===== src/rtl/temp_sensor_poll_sequencer_top_defines.svh =====
// Assertion macros for the temperature sensor poll sequencer.
`ifndef TEMP_SENSOR_POLL_SEQUENCER_TOP_DEFINES_SVH
`define TEMP_SENSOR_POLL_SEQUENCER_TOP_DEFINES_SVH
`ifndef SYNTHESIS
`define TSPS_ASSERT(lbl, prop, msg) \
  lbl: assert property (@(posedge clk) disable iff (!rst_n) prop) else $error(msg);
`define TSPS_NEVER(lbl, expr, msg) \
  lbl: assert property (@(posedge clk) disable iff (!rst_n) !(expr)) else $error(msg);
`else
`define TSPS_ASSERT(lbl, prop, msg)
`define TSPS_NEVER(lbl, expr, msg)
`endif
`endif


===== src/rtl/tsps_pkg.sv =====
// Types, constants and helpers shared by the poll sequencer modules.
package tsps_pkg;

  localparam int unsigned TIME_W = 32;
  localparam int unsigned TEMP_W = 12;
  localparam int unsigned PERIOD_W = 16;
  localparam int unsigned RES_W = 4;
  localparam int unsigned WAIT_W = 10;
  localparam int unsigned CFG_IDX_W = 2;
  localparam int unsigned CFG_DATA_W = 16;

  localparam logic [CFG_IDX_W-1:0] CFG_IDX_RESOLUTION = 2'd0;
  localparam logic [CFG_IDX_W-1:0] CFG_IDX_REDISCOVER = 2'd1;
  localparam logic [CFG_IDX_W-1:0] CFG_IDX_REQUEST = 2'd2;

  localparam logic [RES_W-1:0] RES_RESET = 4'd10;
  localparam logic [PERIOD_W-1:0] REDISCOVER_RESET = 16'd2000;
  localparam logic [PERIOD_W-1:0] REQUEST_RESET = 16'd200;

  localparam logic [RES_W-1:0] RES_9 = 4'd9;
  localparam logic [RES_W-1:0] RES_10 = 4'd10;
  localparam logic [RES_W-1:0] RES_11 = 4'd11;

  localparam logic signed [TEMP_W-1:0] TEMP_MIN = -12'sd880;
  localparam logic signed [TEMP_W-1:0] TEMP_MAX = 12'sd2000;
  localparam logic signed [TEMP_W-1:0] TEMP_BAD = 12'sd1360;

  typedef struct packed {
    logic [TIME_W-1:0]        now_ms;
    logic                     sensor_present;
    logic signed [TEMP_W-1:0] temp_raw;
  } in_item_t;

  typedef struct packed {
    logic                     do_discover;
    logic                     do_request;
    logic                     do_read;
    logic                     sensor_found;
    logic                     value_valid;
    logic signed [TEMP_W-1:0] temperature;
  } out_item_t;

  typedef struct packed {
    logic [RES_W-1:0]    resolution_bits;
    logic [PERIOD_W-1:0] rediscover_period;
    logic [PERIOD_W-1:0] request_period;
  } cfg_t;

  typedef struct packed {
    logic                     found;
    logic                     valid;
    logic                     pending;
    logic [TIME_W-1:0]        last_discover;
    logic [TIME_W-1:0]        last_request;
    logic [TIME_W-1:0]        conv_start;
    logic signed [TEMP_W-1:0] temperature;
  } poll_state_t;

  function automatic logic [WAIT_W-1:0] conv_wait(input logic [RES_W-1:0] res);
    logic [WAIT_W-1:0] w;
    case (res)
      RES_9:   w = 10'd94;
      RES_10:  w = 10'd188;
      RES_11:  w = 10'd375;
      default: w = 10'd750;
    endcase
    return w;
  endfunction

endpackage


===== src/rtl/tsps_step.sv =====
// Next-state and result logic for one millisecond tick.
module tsps_step
  import tsps_pkg::*;
(
  input  poll_state_t st,
  input  cfg_t        cfg,
  input  in_item_t    item,
  output poll_state_t st_nxt,
  output out_item_t   res
);

  logic [TIME_W-1:0] disc_age;
  logic [TIME_W-1:0] req_age;
  logic [TIME_W-1:0] conv_age;
  logic [TIME_W-1:0] start_mid;
  logic              pend_mid;
  logic              disc;
  logic              req;
  logic              rd;
  logic              temp_ok;

  always_comb begin
    st_nxt = st;
    disc_age = item.now_ms - st.last_discover;
    req_age = item.now_ms - st.last_request;
    disc = !st.found && (disc_age >= {{(TIME_W-PERIOD_W){1'b0}}, cfg.rediscover_period});
    req = st.found && !st.pending &&
          (req_age >= {{(TIME_W-PERIOD_W){1'b0}}, cfg.request_period});
    pend_mid = st.pending || req;
    start_mid = req ? item.now_ms : st.conv_start;
    conv_age = item.now_ms - start_mid;
    rd = st.found && pend_mid &&
         (conv_age >= {{(TIME_W-WAIT_W){1'b0}}, conv_wait(cfg.resolution_bits)});
    temp_ok = (item.temp_raw >= TEMP_MIN) && (item.temp_raw <= TEMP_MAX) &&
              (item.temp_raw != TEMP_BAD);

    if (disc) begin
      st_nxt.last_discover = item.now_ms;
      if (item.sensor_present) begin
        st_nxt.found = 1'b1;
        st_nxt.valid = 1'b0;
        st_nxt.pending = 1'b0;
        st_nxt.last_request = item.now_ms;
      end
    end
    if (req) begin
      st_nxt.pending = 1'b1;
      st_nxt.conv_start = item.now_ms;
      st_nxt.last_request = item.now_ms;
    end
    if (rd) begin
      st_nxt.pending = 1'b0;
      if (temp_ok) begin
        st_nxt.temperature = item.temp_raw;
        st_nxt.valid = 1'b1;
      end else begin
        st_nxt.found = 1'b0;
        st_nxt.valid = 1'b0;
      end
    end

    res.do_discover = disc;
    res.do_request = req;
    res.do_read = rd;
    res.sensor_found = st_nxt.found;
    res.value_valid = st_nxt.found && st_nxt.valid;
    res.temperature = st_nxt.temperature;
  end

endmodule


===== src/rtl/temp_sensor_poll_sequencer_top.sv =====
// Top level of the temperature sensor poll sequencer.
//
// One input beat is one millisecond tick: current time, the answer of a
// discovery attempt and a raw reading in 1/16 C. Each input beat yields
// exactly one result beat with the discover, request and read strobes for
// that tick, the found and valid flags and the last accepted temperature.
// Both channels use valid/stall; a beat moves when valid is high and stall
// is low. A tick is latched in an input register, evaluated by the
// combinational step logic, and written to the output register; one beat is
// taken every cycle while results drain. If the receiver stalls, the result
// register holds; the input register fills behind it and in_stall rises
// until out_stall drops. Configuration (resolution, rediscovery period,
// request period) is written through cfg_we / cfg_index / cfg_wdata; the
// user must write it only while the block is idle, which the block does not
// enforce. Synchronous reset clears all flags and timers and restores the
// register defaults: resolution 10, rediscovery 2000 ms, request 200 ms.
`include "temp_sensor_poll_sequencer_top_defines.svh"
module temp_sensor_poll_sequencer_top
  import tsps_pkg::*;
(
  input  logic                  clk,
  input  logic                  rst_n,
  input  logic                  in_valid,
  output logic                  in_stall,
  input  in_item_t              in_data,
  output logic                  out_valid,
  input  logic                  out_stall,
  output out_item_t             out_data,
  input  logic                  cfg_we,
  input  logic [CFG_IDX_W-1:0]  cfg_index,
  input  logic [CFG_DATA_W-1:0] cfg_wdata
);

  cfg_t        cfg_r;
  poll_state_t st_r;
  poll_state_t st_nxt;
  in_item_t    in_r;
  logic        in_valid_r;
  out_item_t   out_r;
  out_item_t   res;
  logic        out_valid_r;
  logic        advance;
  logic        in_take;

  assign advance = in_valid_r && (!out_valid_r || !out_stall);
  assign in_stall = in_valid_r && !advance;
  assign in_take = in_valid && !in_stall;

  tsps_step u_step (
    .st     (st_r),
    .cfg    (cfg_r),
    .item   (in_r),
    .st_nxt (st_nxt),
    .res    (res)
  );

  always_ff @(posedge clk) begin
    if (!rst_n) begin
      cfg_r.resolution_bits <= RES_RESET;
      cfg_r.rediscover_period <= REDISCOVER_RESET;
      cfg_r.request_period <= REQUEST_RESET;
    end else if (cfg_we) begin
      case (cfg_index)
        CFG_IDX_RESOLUTION: cfg_r.resolution_bits <= cfg_wdata[RES_W-1:0];
        CFG_IDX_REDISCOVER: cfg_r.rediscover_period <= cfg_wdata[PERIOD_W-1:0];
        CFG_IDX_REQUEST:    cfg_r.request_period <= cfg_wdata[PERIOD_W-1:0];
        default: ;
      endcase
    end
  end

  always_ff @(posedge clk) begin
    if (!rst_n) begin
      st_r <= '0;
      in_valid_r <= 1'b0;
      out_valid_r <= 1'b0;
    end else begin
      if (advance) begin
        st_r <= st_nxt;
      end
      if (in_take) begin
        in_valid_r <= 1'b1;
      end else if (advance) begin
        in_valid_r <= 1'b0;
      end
      if (advance) begin
        out_valid_r <= 1'b1;
      end else if (!out_stall) begin
        out_valid_r <= 1'b0;
      end
    end
  end

  always_ff @(posedge clk) begin
    if (in_take) begin
      in_r <= in_data;
    end
    if (advance) begin
      out_r <= res;
    end
  end

  assign out_valid = out_valid_r;
  assign out_data = out_r;

  `TSPS_NEVER(a_read_without_discover, out_valid_r && out_r.do_read && out_r.do_discover, "read and discover in one tick")
  `TSPS_NEVER(a_valid_implies_found, out_valid_r && out_r.value_valid && !out_r.sensor_found, "value valid without sensor")
  `TSPS_ASSERT(a_request_keeps_found, out_valid_r && out_r.do_request |-> out_r.sensor_found, "request without sensor")
  `TSPS_ASSERT(a_stall_needs_item, in_stall |-> in_valid_r && out_valid_r && out_stall, "input stalled with no backlog")

endmodule

===== config.mk =====
export PLATFORM = sky130hd
export DESIGN_NAME = temp_sensor_poll_sequencer_top
export DESIGN_NICKNAME = d
export VERILOG_FILES = /design/src/rtl/tsps_pkg.sv /design/src/rtl/tsps_step.sv /design/src/rtl/temp_sensor_poll_sequencer_top.sv
export VERILOG_INCLUDE_DIRS = /design/src /design/src/rtl
export SDC_FILE = /design/constraint.sdc
export NUM_CORES = 1
export LEC_CHECK = 0
export ABC_AREA = 1
export BUFFER_PORTS_ARGS = -buffer_cell sky130_fd_sc_hd__buf_2
export CELL_PAD_IN_SITES_DETAIL_PLACEMENT = 0
export CELL_PAD_IN_SITES_GLOBAL_PLACEMENT = 1
export CORE_UTILIZATION = 49
export CTS_CLUSTER_DIAMETER = 50
export DETAILED_ROUTE_END_ITERATION = 12
export PLACE_DENSITY = 0.95
export REMOVE_ABC_BUFFERS = 1
export SLEW_MARGIN = 20
export SYNTH_ARGS = -nofsm -noshare
export SYNTH_HDL_FRONTEND = slang
export SYNTH_HIERARCHICAL = 1
export SYNTH_SLANG_ARGS = --single-unit

===== constraint.sdc =====
create_clock -name clk -period 16.8 [get_ports clk]
set_input_delay 0.84 -clock clk [delete_from_list [all_inputs] [get_ports clk]]
set_output_delay 0.84 -clock clk [all_outputs]
set_load 0.05 [all_outputs]

Word level (Yosys, flattened, before mapping)
Cells that the tools add are included.
{ "totals": {"ff_bits": 211, "input_bits": 68} }
{ "classes": {"reduce_logical": 32, "n_lt_le_gt_ge": 5, "mux": 16, "n_addsub": 3, "n_eq_ne": 7} }
{ "ops": {"columns": ["op", "n"], "rows": [
  ["subtractor 32 bit", 3],
  ["two-way mux 67 bit", 1],
  ["greater-or-equal comparator 32 x 16 -> 1 bit", 2],
  ["two-way mux 32 bit", 2],
  ["two-way mux 64 bit", 1],
  ["greater-or-equal comparator 32 x 10 -> 1 bit", 1],
  ["one-hot mux 10 bit (3 select lines)", 1],
  ["two-way mux 12 bit", 2],
  ["== test 4 bit, second input constant", 3],
  ["greater-or-equal comparator 12 x 11 -> 1 bit, second input constant", 1],
  ["<= comparator 12 bit, second input constant", 1],
  ["!= test 12 bit, second input constant", 1],
  ["logical AND 1 bit", 11],
  ["AND reduction 2 bit", 5],
  ["two-way mux 1 bit", 7],
  ["zero test 1 bit", 6],
  ["two-way mux 3 bit", 2],
  ["AND reduction 3 bit", 2],
  ["nonzero test 2 bit", 3],
  ["nonzero test 3 bit", 2],
  ["== test 2 x 1 -> 1 bit, second input constant", 1],
  ["== test 2 bit, second input constant", 1],
  ["zero test 2 bit", 1],
  ["logical OR 1 bit", 2],
  ["!= test 2 x 1 -> 1 bit, second input constant", 1]
]} }

Depth between registers and ports, before layout
Gate-level depths: netlist (run 1).
{ "logic_depth": {"word_depth": 9, "ltp_mapped": 57, "mapped_depth_nobuf": 53} }

Cells and area by module
Netlist (run 1), hierarchy kept.
{ "modules_own_cells": {"columns": ["mod", "seq_area_each_um2", "cells_each", "area_each_um2", "n_inst"], "rows": [
  ["tsps_step", 0.0, 2086, 10483.8, 1],
  ["temp_sensor_poll_sequencer_top", 4844.6, 906, 8242.9, 1]
]} }

Least setup slack after synthesis (run 1)
Ideal clock, no wire load.
{ "synth_path": {"kind": "register -> register", "startpoint": "reg in_r[14] in the netlist's numbering", "endpoint": "reg st_r[10] in the netlist's numbering", "stages_incl_launch_ff": 54, "arrival_ns": 6.261, "setup_slack_ns": 10.424, "period_less_slack_ns": 6.376, "n_path_buf": 3, "path_cell_list": "edfxtp_1 > inv_1 > fa_1 > inv_1 > nand3_1 > nand2_1 > nand2_1 > nand2_1 > nand2_1 > nand2_1 > xor2_1 > ha_1 > nand2_1 > nor2_1 > a211oi_1 > nand3_1 > nor2_1 > nand3_1 > [18 not listed] > o21ai_0 > o21ai_0 > nand2_1 > nand2_1 > nand3_1 > nor2_1 > nand3_1 > nor2_1 > nand4_1 > nor2_1 > nor2_2 > buf_4 > nand2_1 > nand2_1 > buf_4 > nand3b_1 > nand2_1 > nor2_1"} }
{ "synth_lines": {"columns": ["item", "line_no", "source"], "rows": [
  ["from (decl)", "temp_sensor_poll_sequencer_top.sv:37", "in_item_t in_r;"],
  ["from (signal assigned)", "temp_sensor_poll_sequencer_top.sv:96", "in_r <= in_data;"],
  ["to (signal assigned)", "temp_sensor_poll_sequencer_top.sv:79", "st_r <= st_nxt;"],
  ["to (decl)", "temp_sensor_poll_sequencer_top.sv:35", "poll_state_t st_r;"]
]} }

==> impl_metrics.tcl, run 1 <==
set metrics [dict create \
    status "finished, final reports clean" \
    postCtsSetupRepairBufs 0 \
    start_util_pct 49.72 \
    max_stage_delay_ns 0.60 \
    cap_viol_max_count 0 \
    worst-path-buf-inv 2 \
    clock_skew_ns 0.01581 \
    crit_family "simple AND/OR/NAND/NOR gates" \
    ant_nets 0 \
    tightest_slew_ns 1.035 \
    yosysTopAreaCellShare_pct 18.16 \
    diodes 0 \
    syn-mean-instance-area_um2 6.259 \
    finalHoldViolations 0 \
    path_clk_slew_ns 0.06 \
    critPathLaunchType "flop" \
    h-tree-depth 1 \
    clk-insertion-delay-late_ns 0.57 \
    crit_slowest_cell "o21ai_2" \
    synth-edff-count 62 \
    rsz0062_at_grt "false" \
    cts_buffers 29 \
    nNetsFinal 3197 \
    synthFlopType "dfxtp_1" \
    fmax_mhz 118.9 \
    drt-initial-drc-count 1330 \
    die_area_um2 39000 \
    grt_max_degree 115 \
    drive_above_1_share_pct 6.007 \
    r2r_start "in_r[14]" \
    gp_congestion 0.9796 \
    min_from "in_data[38]" \
    fin_crit_ns 8.414 \
    vias_per_cell 5.273 \
    vias 18580 \
    hpwl_um 44070 \
    seq_area_um2 4848 \
    grt_pass1_wl_um 89230 \
    arrival_ns 8.87 \
    yosys_warnings 6 \
    power.density_nw_per_um2 90.00 \
    synth_most_common_cell "nand2_1" \
    core_area_um2 37670 \
    ios 87 \
    final-setup-viol-count 0 \
    synth_top_cell_by_area "nand2_1" \
    syn_area_um2 18730 \
    yosysSeqAreaShare_pct 25.87 \
    grt_pass1_vias 16970 \
    synthArstFlopShare_pct 0 \
    first_pass_iters 5 \
    wirelength_um 56870 \
    critPathCaptureType "flop" \
    cts_buffer_depth 3 \
    synthTopCellsByCount "906 x nand2_1, 470 x inv_1, 315 x nor2_1" \
    crit_required_ns 17.26 \
    syn_to_final_growth_pct 6.962 \
    setup_tns_ns 0 \
    timing.critical_path.from "in_r[14]" \
    multi_input_area_um2 11320 \
    crit_path_max_fanout 63 \
    portBuffers 86 \
    slew_violations 0 \
    cts_tree "built" \
    yosys-top-cells-area "nand2_1 18%, dfxtp_1 16%, edfxtp_1 9.9%" \
    clockRootBuffer "clkbuf_16" \
    placed_cells 3470 \
    cp_common_cell "nand2_1" \
    clock-sinks 211 \
    peakVddDrop_mv 0.1125 \
    hp-class "in -> reg" \
    std_cell_rows 71 \
    antenna_found_initial 0 \
    grt-ovfl-total 0 \
    drc 0 \
    crit_type "reg -> reg" \
    syn_inst 2992 \
    finalCritPeriodShare_pct 50.08 \
    ys_ff_latch 211 \
    wl_per_cell_um 16.14 \
    dieWidth_um 197.5 \
    fin_cells 3524 \
    ctsResizeCount 0 \
    die_h_um 197.5 \
    p_leak_nw 10.10 \
    nFillCells 3866 \
    synth.distinct_cells 50 \
    relSlewSlack_pct 30.89 \
    grt_usage_pct 28.82 \
    ctsHoldBuffers 0 \
]
## per-layer routing
layer | GRT usage (%) | vias to the layer above | wire length (µm)
met3 | 2.476 | 67 | 3134
met2 | 47.84 | 461 | 25970
met4 | 7.350 | 0 | 1274
met5 | 0 | - | 0
met1 | 40.06 | 8565 | 26490
li1 | - | 9488 | -
## power by group
part | switching [mW] | internal (mW)
logic | 0.398 | 0.216
clock network | 0.244 | 0.354
registers | 0.0321 | 0.560
## worst paths after layout
check                    to  slack, ns  cells past startpoint
setup reg to reg   st_r[11]       8.39                     48
setup / recovery   st_r[11]       8.39                     48
hold reg to reg   cfg_r[35]       0.46                      2
hold / removal     in_r[38]       0.45                      1
## registers in the layout, indices dropped and copies added (netlist names)
signal,count
cfg_r,36
in_r,45
in_valid_r,1
out_data,17
out_valid,1
st_r,111
## metrics by stage
step / power, mW / util, % / area [µm²] / hold slack (ns) / setup WS, ns
3_5_place_dp: 1.208 / 50.69 / 19090 / 0.4425 / 8.407
3_3_place_gp: 1.197 / 50.69 / 19090 / 0.4397 / 8.610
5_1_grt: 1.917 / 53.18 / 20030 / 0.4343 / 7.509
6_report: 1.803 / 53.18 / 20030 / 0.4462 / 8.386
2_1_floorplan: 1.036 / - / 17930 / 0.4289 / 9.435
4_1_cts: 1.809 / 53.17 / 20030 / 0.4301 / 8.327
## placed cells by master (no fill, tap or decap), types with 41 or more instances in the layout
| master | count |
|---|---|
| nand3_1 | 98 |
| nor2_1 | 315 |
| a21oi_1 | 212 |
| nand2_1 | 906 |
| nand3b_1 | 119 |
| inv_1 | 469 |
| ha_1 | 136 |
| o21ai_0 | 131 |
| buf_2 | 85 |
| dfxtp_1 | 148 |
| edfxtp_1 | 62 |
| xor2_1 | 41 |
## area by class of cell
cell class | count | share of cell area [%]
multi-input cells | 2178 | 56.53
inverters | 475 | 8.901
well taps | 511 | 3.192
repair buffers | 95 | 2.517
clock inverters | 21 | 0.9057
flip-flops and latches | 211 | 24.21
clock buffers | 33 | 3.748
## logic make-up after synthesis
kind of cell	count (synthesis)	synth area share [%]
AND/OR/NAND/NOR	1516	34.49
buffers and inverters	603	13.76
AO/OA/AOI/OAI	470	13.95
flip-flops	211	25.87
adder cells (fa/ha/maj)	139	9.407
XOR/XNOR	50	2.338
multiplexers	3	0.1804
Note: power is estimated with default switching activity, not from simulation.
==> run 2, diff against run 1 <==
- ABC_AREA: 1 -> 0
- CORE_UTILIZATION: 49 -> 48
- PLACE_DENSITY: 0.95 -> 0.93
- clock period: 16.8 -> 8.1 ns (I/O delays scaled with it)
==> run 2 against run 1 <==
The run now ends with setup timing left; maximum frequency fell by 5.1%; power rose by 96%; sequential power rose by 98%; synthesized cell count fell by 36%; cell area rose by 0.44%; combinational power rose by 73%; sequential cell count did not move; setup slack got worse by 9.2 ns.
==> impl_metrics.tcl, run 2 <==
set metrics [dict create \
    yosys_warnings 6 \
    relSlewSlack_pct 27.74 \
    grt_usage_pct 25.66 \
    p_leak_nw 8.770 \
    reg.largest.list "st_r (111), in_r (45), cfg_r (36)" \
    ys_ff_latch 211 \
    fin_crit_ns 8.864 \
    core_area_um2 32870 \
    r2r_start "in_r[14]" \
    syn_to_final_growth_pct 24.05 \
    place_area_um2 18400 \
    yosysSeqAreaShare_pct 29.87 \
    path_clk_slew_ns 0.06 \
    wl_per_cell_um 17.13 \
    grt_max_degree 148 \
    worstReg2RegEnd "st_r[0]" \
    clock-sinks 211 \
    synthArstFlopShare_pct 0 \
    min_from "in_data[7]" \
    final-setup-viol-count 30 \
    portBuffers 86 \
    drt-initial-drc-count 1162 \
    die_h_um 185.8 \
    crit_type "reg -> reg" \
    h-tree-depth 1 \
    synthFlopType "dfxtp_1" \
    wirelength_um 45510 \
    critPathCaptureType "flop" \
    arrival_ns 9.27 \
    dieWidth_um 185.8 \
    max_stage_delay_ns 0.56 \
    clockRootBuffer "clkbuf_16" \
    synth-edff-count 62 \
    synth.distinct_cells 86 \
    syn_inst 1919 \
    grt-ovfl-total 0 \
    whs_ns 0.02072 \
    finalInstanceArea_um2 20120 \
    grt_pass1_wl_um 71560 \
    vias 14930 \
    ios 87 \
    tightest_slew_ns 1.081 \
    hpwl_um 33040 \
    clk-insertion-delay-late_ns 0.57 \
    syn_area_um2 16220 \
    worst_hold_path.num_cells 1 \
    placed_cells 2567 \
    peakVddDrop_mv 0.1478 \
    power.density_nw_per_um2 175.3 \
    fmax_mhz 112.8 \
    hp-class "in -> reg" \
    cts_tree "built" \
    cap_viol_max_count 0 \
    nNetsFinal 2400 \
    die_area_um2 34530 \
    regMostFlops "st_r" \
    crit_path_max_fanout 7 \
    r2r_cells 41 \
    std_cell_rows 66 \
    final_common_cell "nand2_1" \
    synthTopCellsByCount "377 x nand2_1, 179 x mux2i_1, 150 x inv_1" \
    antenna_found_initial 0 \
    grt_pass1_vias 14460 \
    synth_top_cell_by_area "dfxtp_1" \
    slew_violations 0 \
    final_cell_mix "368 x nand2_1, 241 x buf_4, 177 x mux2i_1" \
    gp_congestion 0.9900 \
    clock_skew_ns 0.02108 \
    vias_per_cell 5.621 \
    holdPathEnd "in_r[7]" \
    cp_common_cell "ha_1" \
    start_util_pct 49.35 \
    ant_nets 0 \
    postLayoutSetupSlackWorst_ns -0.7641 \
    synth_most_common_cell "nand2_1" \
    yosys-top-cells-area "dfxtp_1 18%, edfxtp_1 11%, mux2i_1 11%" \
    fin_cells 2657 \
    rsz0062_at_grt "true" \
    finalHoldViolations 0 \
    drive_above_1_share_pct 23.43 \
    syn-mean-instance-area_um2 8.451 \
    status "complete, but fails checks" \
    critPathLaunchType "flop" \
    drc 0 \
    first_pass_iters 5 \
    finalCritPeriodShare_pct 109.4 \
    finalPower_mw 3.528 \
    diodes 0 \
    cts_buffer_depth 3 \
    rrSetupSlack_ns -0.76 \
    crit_required_ns 8.51 \
    crit_slowest_cell "or4_4" \
    largest_reg_flops 111 \
    cts_buffers 28 \
    violations "setup timing" \
    yosysTopAreaCellShare_pct 18.39 \
]
## run 2: cell count changes in the layout (fill, tap and decap cells not counted), moves of 32 or more
cell,before,now
buf_4,9,241
mux2_4,0,38
a21oi_1,212,104
o21ai_0,131,80
nand3b_1,119,6
xnor2_1,9,41
nand2_1,906,368
mux2i_1,0,177
inv_1,469,149
nand3_1,98,27
nor2_1,315,64
## run 2: per-stage QoR
step	util, %	setup TNS (ns)	setup WS (ns)
2_1_floorplan	-	-231.98	-3.055
3_3_place_gp	55.98	-24.10	-0.8598
3_5_place_dp	55.98	-33.05	-1.188
4_1_cts	60.29	-18.40	-0.6970
5_1_grt	61.22	-33.05	-1.187
6_report	61.22	-20.94	-0.7641
## run 2: worst max path at each step
stage                        start  endpoint  slack, ns
after global routing      in_r[17]   st_r[0]      -1.19
final                     in_r[14]   st_r[0]      -0.76
after global placement    in_r[14]   st_r[4]      -0.86
after CTS                 in_r[14]   st_r[5]      -0.70
after detailed placement  in_r[14]   st_r[5]      -1.19
after floorplan           in_r[17]  st_r[10]      -3.05
## run 2: final cells by class
| class | count | area, µm² |
|---|---|---|
| inverters | 150 | 565.5 |
| fillers | 2804 | 12750 |
| clock buffers | 37 | 775.7 |
| multi-input cells | 1451 | 10620 |
| well taps | 442 | 553.0 |
| clock inverters | 15 | 203.9 |
| flip-flops and latches | 211 | 4846 |
| repair buffers | 351 | 2552 |
## run 2: where the power goes
group          internal (mW)  switching [mW]  total (mW)
combinational          0.486           0.578        1.06
clock                  0.805           0.492        1.30
sequential              1.13          0.0318        1.17
total                   2.43            1.10        3.53
## run 2: metal layers
layer	vias up	global-route usage [%]	wire, µm
li1	7319	-	-
met4	0	8.852	1595
met5	-	0	0
met1	7087	34.14	20500
met3	115	2.446	2049
met2	413	43.21	21360
## run 2: timing repair
action	4_1_cts	5_1_grt
gates resized for setup	51	49
endpoints found under the hold margin	15	0
buffers inserted	11	13
endpoints found under the setup margin	30	30
cloned	1	0
hold buffers	15	0
pin swaps	42	32
## run 2: logic make-up after synthesis
group           Yosys count  synth area share, %
xor+xnor                 64                3.456
compound gates          398                16.06
buf+inv                 257                7.051
mux                     229                15.40
flops                   211                29.87
fa+ha+maj               139                10.86
simple gates            621                17.30
## run 2: worst max-delay path, delay by kind of cell, from the launching register on
family,cells,cell delay (ns)
multiplexers,3,0.68
adder cells (fa/ha/maj),4,1.22
flip-flops,1,0.43
AND/OR/NAND/NOR,9,1.91
buffers and inverters,6,0.93
AO/OA/AOI/OAI,17,3.24
XOR/XNOR,2,0.30
==> run 3, diff against run 2 <==
==> constraint.sdc (replaced) <==
create_clock -name clk -period 8.1 [get_ports clk]
set_input_delay 0.81 -clock clk [delete_from_list [all_inputs] [get_ports clk]]
set_output_delay 0.81 -clock clk [all_outputs]
set_load 0.05 [all_outputs]
==> run 3 against run 2 <==
The flow still finishes with violations (setup timing); routed wire length fell by 0.84%; combinational power barely moved; cell area fell by 0.55%; register-to-register slack got worse by 0.03 ns.
==> impl_metrics.tcl, run 3 (synthesis gave the netlist of run 2 again) <==
set metrics [dict create \
    status "complete, but fails checks" \
    violations "setup timing" \
    pwr-share-seq_pct 33.1 \
    crit_required_ns 8.50 \
    crit_path_max_fanout 7 \
    hpwl_um 33040 \
    fin_cells 2643 \
    h-tree-depth 1 \
    power.density_nw_per_um2 176.1 \
    switching_share_pct 31.22 \
    first_pass_iters 6 \
    std_cell_rows 66 \
    fin_crit_ns 8.893 \
    path_clk_slew_ns 0.06 \
    worst_hold_path.num_cells 1 \
    r2r_cells 44 \
    crit_type "reg -> reg" \
    p_int_mw 2.423 \
    clock_skew_ns 0.01546 \
    vias 14960 \
    portBuffers 86 \
    cp_common_cell "ha_1" \
    grt_pass1_vias 14330 \
    nNetsFinal 2386 \
    final_common_cell "nand2_1" \
    gp_congestion 0.9900 \
    final-setup-viol-count 30 \
    finalCritPeriodShare_pct 109.8 \
    ctsHoldBuffers 0 \
    antenna_found_initial 0 \
    grt_max_degree 148 \
    drive_above_1_share_pct 23.90 \
    wirelength_met1_um 20470 \
    grt-ovfl-total 0 \
    ios 87 \
    critPathCaptureType "flop" \
    clockRootBuffer "clkbuf_16" \
    power_switching_mw 1.100 \
    rsz0062_at_grt "true" \
    p_clk_share_pct 36.8 \
    arrival_ns 9.29 \
    hp-class "in -> reg" \
    cts_buffers 28 \
    regMostFlops "st_r" \
    cap_viol_max_count 0 \
    timing.critical_path.from "in_r[14]" \
    fmax_mhz 112.4 \
    max_stage_delay_ns 0.56 \
    clk-insertion-delay-late_ns 0.56 \
    r2r_start "in_r[14]" \
    cts_buffer_depth 3 \
    core_area_um2 32870 \
    top_layer_used "met4" \
    final_cell_mix "366 x nand2_1, 241 x buf_4, 176 x mux2i_1" \
    largest_reg_flops 111 \
    cts_tree "built" \
    worstReg2RegEnd "st_r[5]" \
    drc 0 \
    peakVddDrop_mv 0.1477 \
    postLayoutSetupSlackWorst_ns -0.7932 \
    grt_pass1_wl_um 71100 \
    p_comb_share_pct 30.1 \
    ant_nets 0 \
    nFillCells 2821 \
    drt-initial-drc-count 1036 \
    reg.largest.list "st_r (111), in_r (45), cfg_r (36)" \
    wirelength_um 45130 \
    pre_cts_slack_ns -1.188 \
    met2_length_um 21160 \
    min_from "in_data[12]" \
    p_leak_nw 8.716 \
    placed_cells 2567 \
    vias_per_cell 5.661 \
    dieWidth_um 185.8 \
    rrSetupSlack_ns -0.79 \
    crit_slowest_cell "or4_4" \
    start_util_pct 49.35 \
    wl_per_cell_um 17.07 \
    syn_to_final_growth_pct 23.37 \
    slew_violations 0 \
    finalHoldViolations 0 \
    relSlewSlack_pct 29.52 \
    critPathLaunchType "flop" \
    grt_usage_pct 25.51 \
    diodes 0 \
    clock-sinks 211 \
    met3WireLength_um 1960 \
    holdPathEnd "in_r[12]" \
    die_h_um 185.8 \
    die_area_um2 34530 \
    tightest_slew_ns 1.057 \
]
-- run 3: cell count changes in the layout (fill, tap and decap cells not counted), moves of 2 or more --
cell	before	now
inv_2	0	2
nand2_2	9	11
nand2_1	368	366
dlygate4sd3_1	15	0
-- run 3: cell type report --
type	instances	area, µm²	area share (%)
Clock buffer	37	775.7	3.877
Clock inverter	15	203.9	1.019
Inverter	150	563.0	2.814
Multi-Input combinational cell	1451	10650	53.24
Sequential cell	211	4846	24.22
Tap cell	442	553.0	2.764
Timing Repair Buffer	337	2414	12.06
-- run 3: worst max-delay path, delay by kind of cell, from the launching register on --
family          cells  cell delay [ns]
compound gates     16             2.94
simple gates       14             2.89
fa+ha+maj           4             1.01
buf+inv             6             0.80
flops               1             0.43
mux                 2             0.41
xor+xnor            2             0.24
-- run 3: timing repair --
| action | 4_1_cts | 5_1_grt |
|---|---|---|
| gates resized for setup | 51 | 56 |
| cloned | 1 | 0 |
| setup buffers | 11 | 13 |
| setup endpoints to repair | 30 | 30 |
| pin swaps | 42 | 41 |
-- run 3: metal layers --
| layer | vias to the layer above | global-route usage [%] |
|---|---|---|
| met5 | - | 0 |
| met4 | 0 | 8.820 |
| met3 | 107 | 2.446 |
| met2 | 427 | 42.82 |
| met1 | 7129 | 34.02 |
| li1 | 7298 | - |
-- run 3: how the worst max path moves through the flow --
| stage | end | slack [ns] | depth (start not counted) |
|---|---|---|---|
| after floorplan | st_r[10] | -3.05 | 39 |
| after global placement | st_r[4] | -0.86 | 42 |
| after detailed placement | st_r[5] | -1.19 | 42 |
| after CTS | st_r[5] | -0.70 | 42 |
| after global routing | st_r[2] | -1.15 | 43 |
| final | st_r[5] | -0.79 | 44 |
-- run 3: power by group through the flow --
stage	logic [mW]	registers [mW]	clock network, mW
2_1_floorplan	0.636	1.20	0
3_3_place_gp	0.947	1.19	0
3_5_place_dp	0.972	1.19	0
4_1_cts	1.01	1.17	1.32
5_1_grt	1.16	1.17	1.36
6_report	1.06	1.17	1.29
-- run 3: through the flow --
stage | power [mW] | setup TNS, ns | hold WS [ns] | area (µm²) | utilization (%)
after CTS | 3.488 | -18.40 | 0.3941 | 19670 | 59.84
after global placement | 2.132 | -24.10 | 0.4399 | 18400 | 55.98
after detailed placement | 2.160 | -33.05 | 0.4489 | 18400 | 55.98
final | 3.522 | -21.60 | 0.4191 | 20010 | 60.88
after floorplan | 1.836 | -277.75 | 0.4313 | 15640 | -
after global routing | 3.685 | -32.34 | 0.4071 | 20010 | 60.88
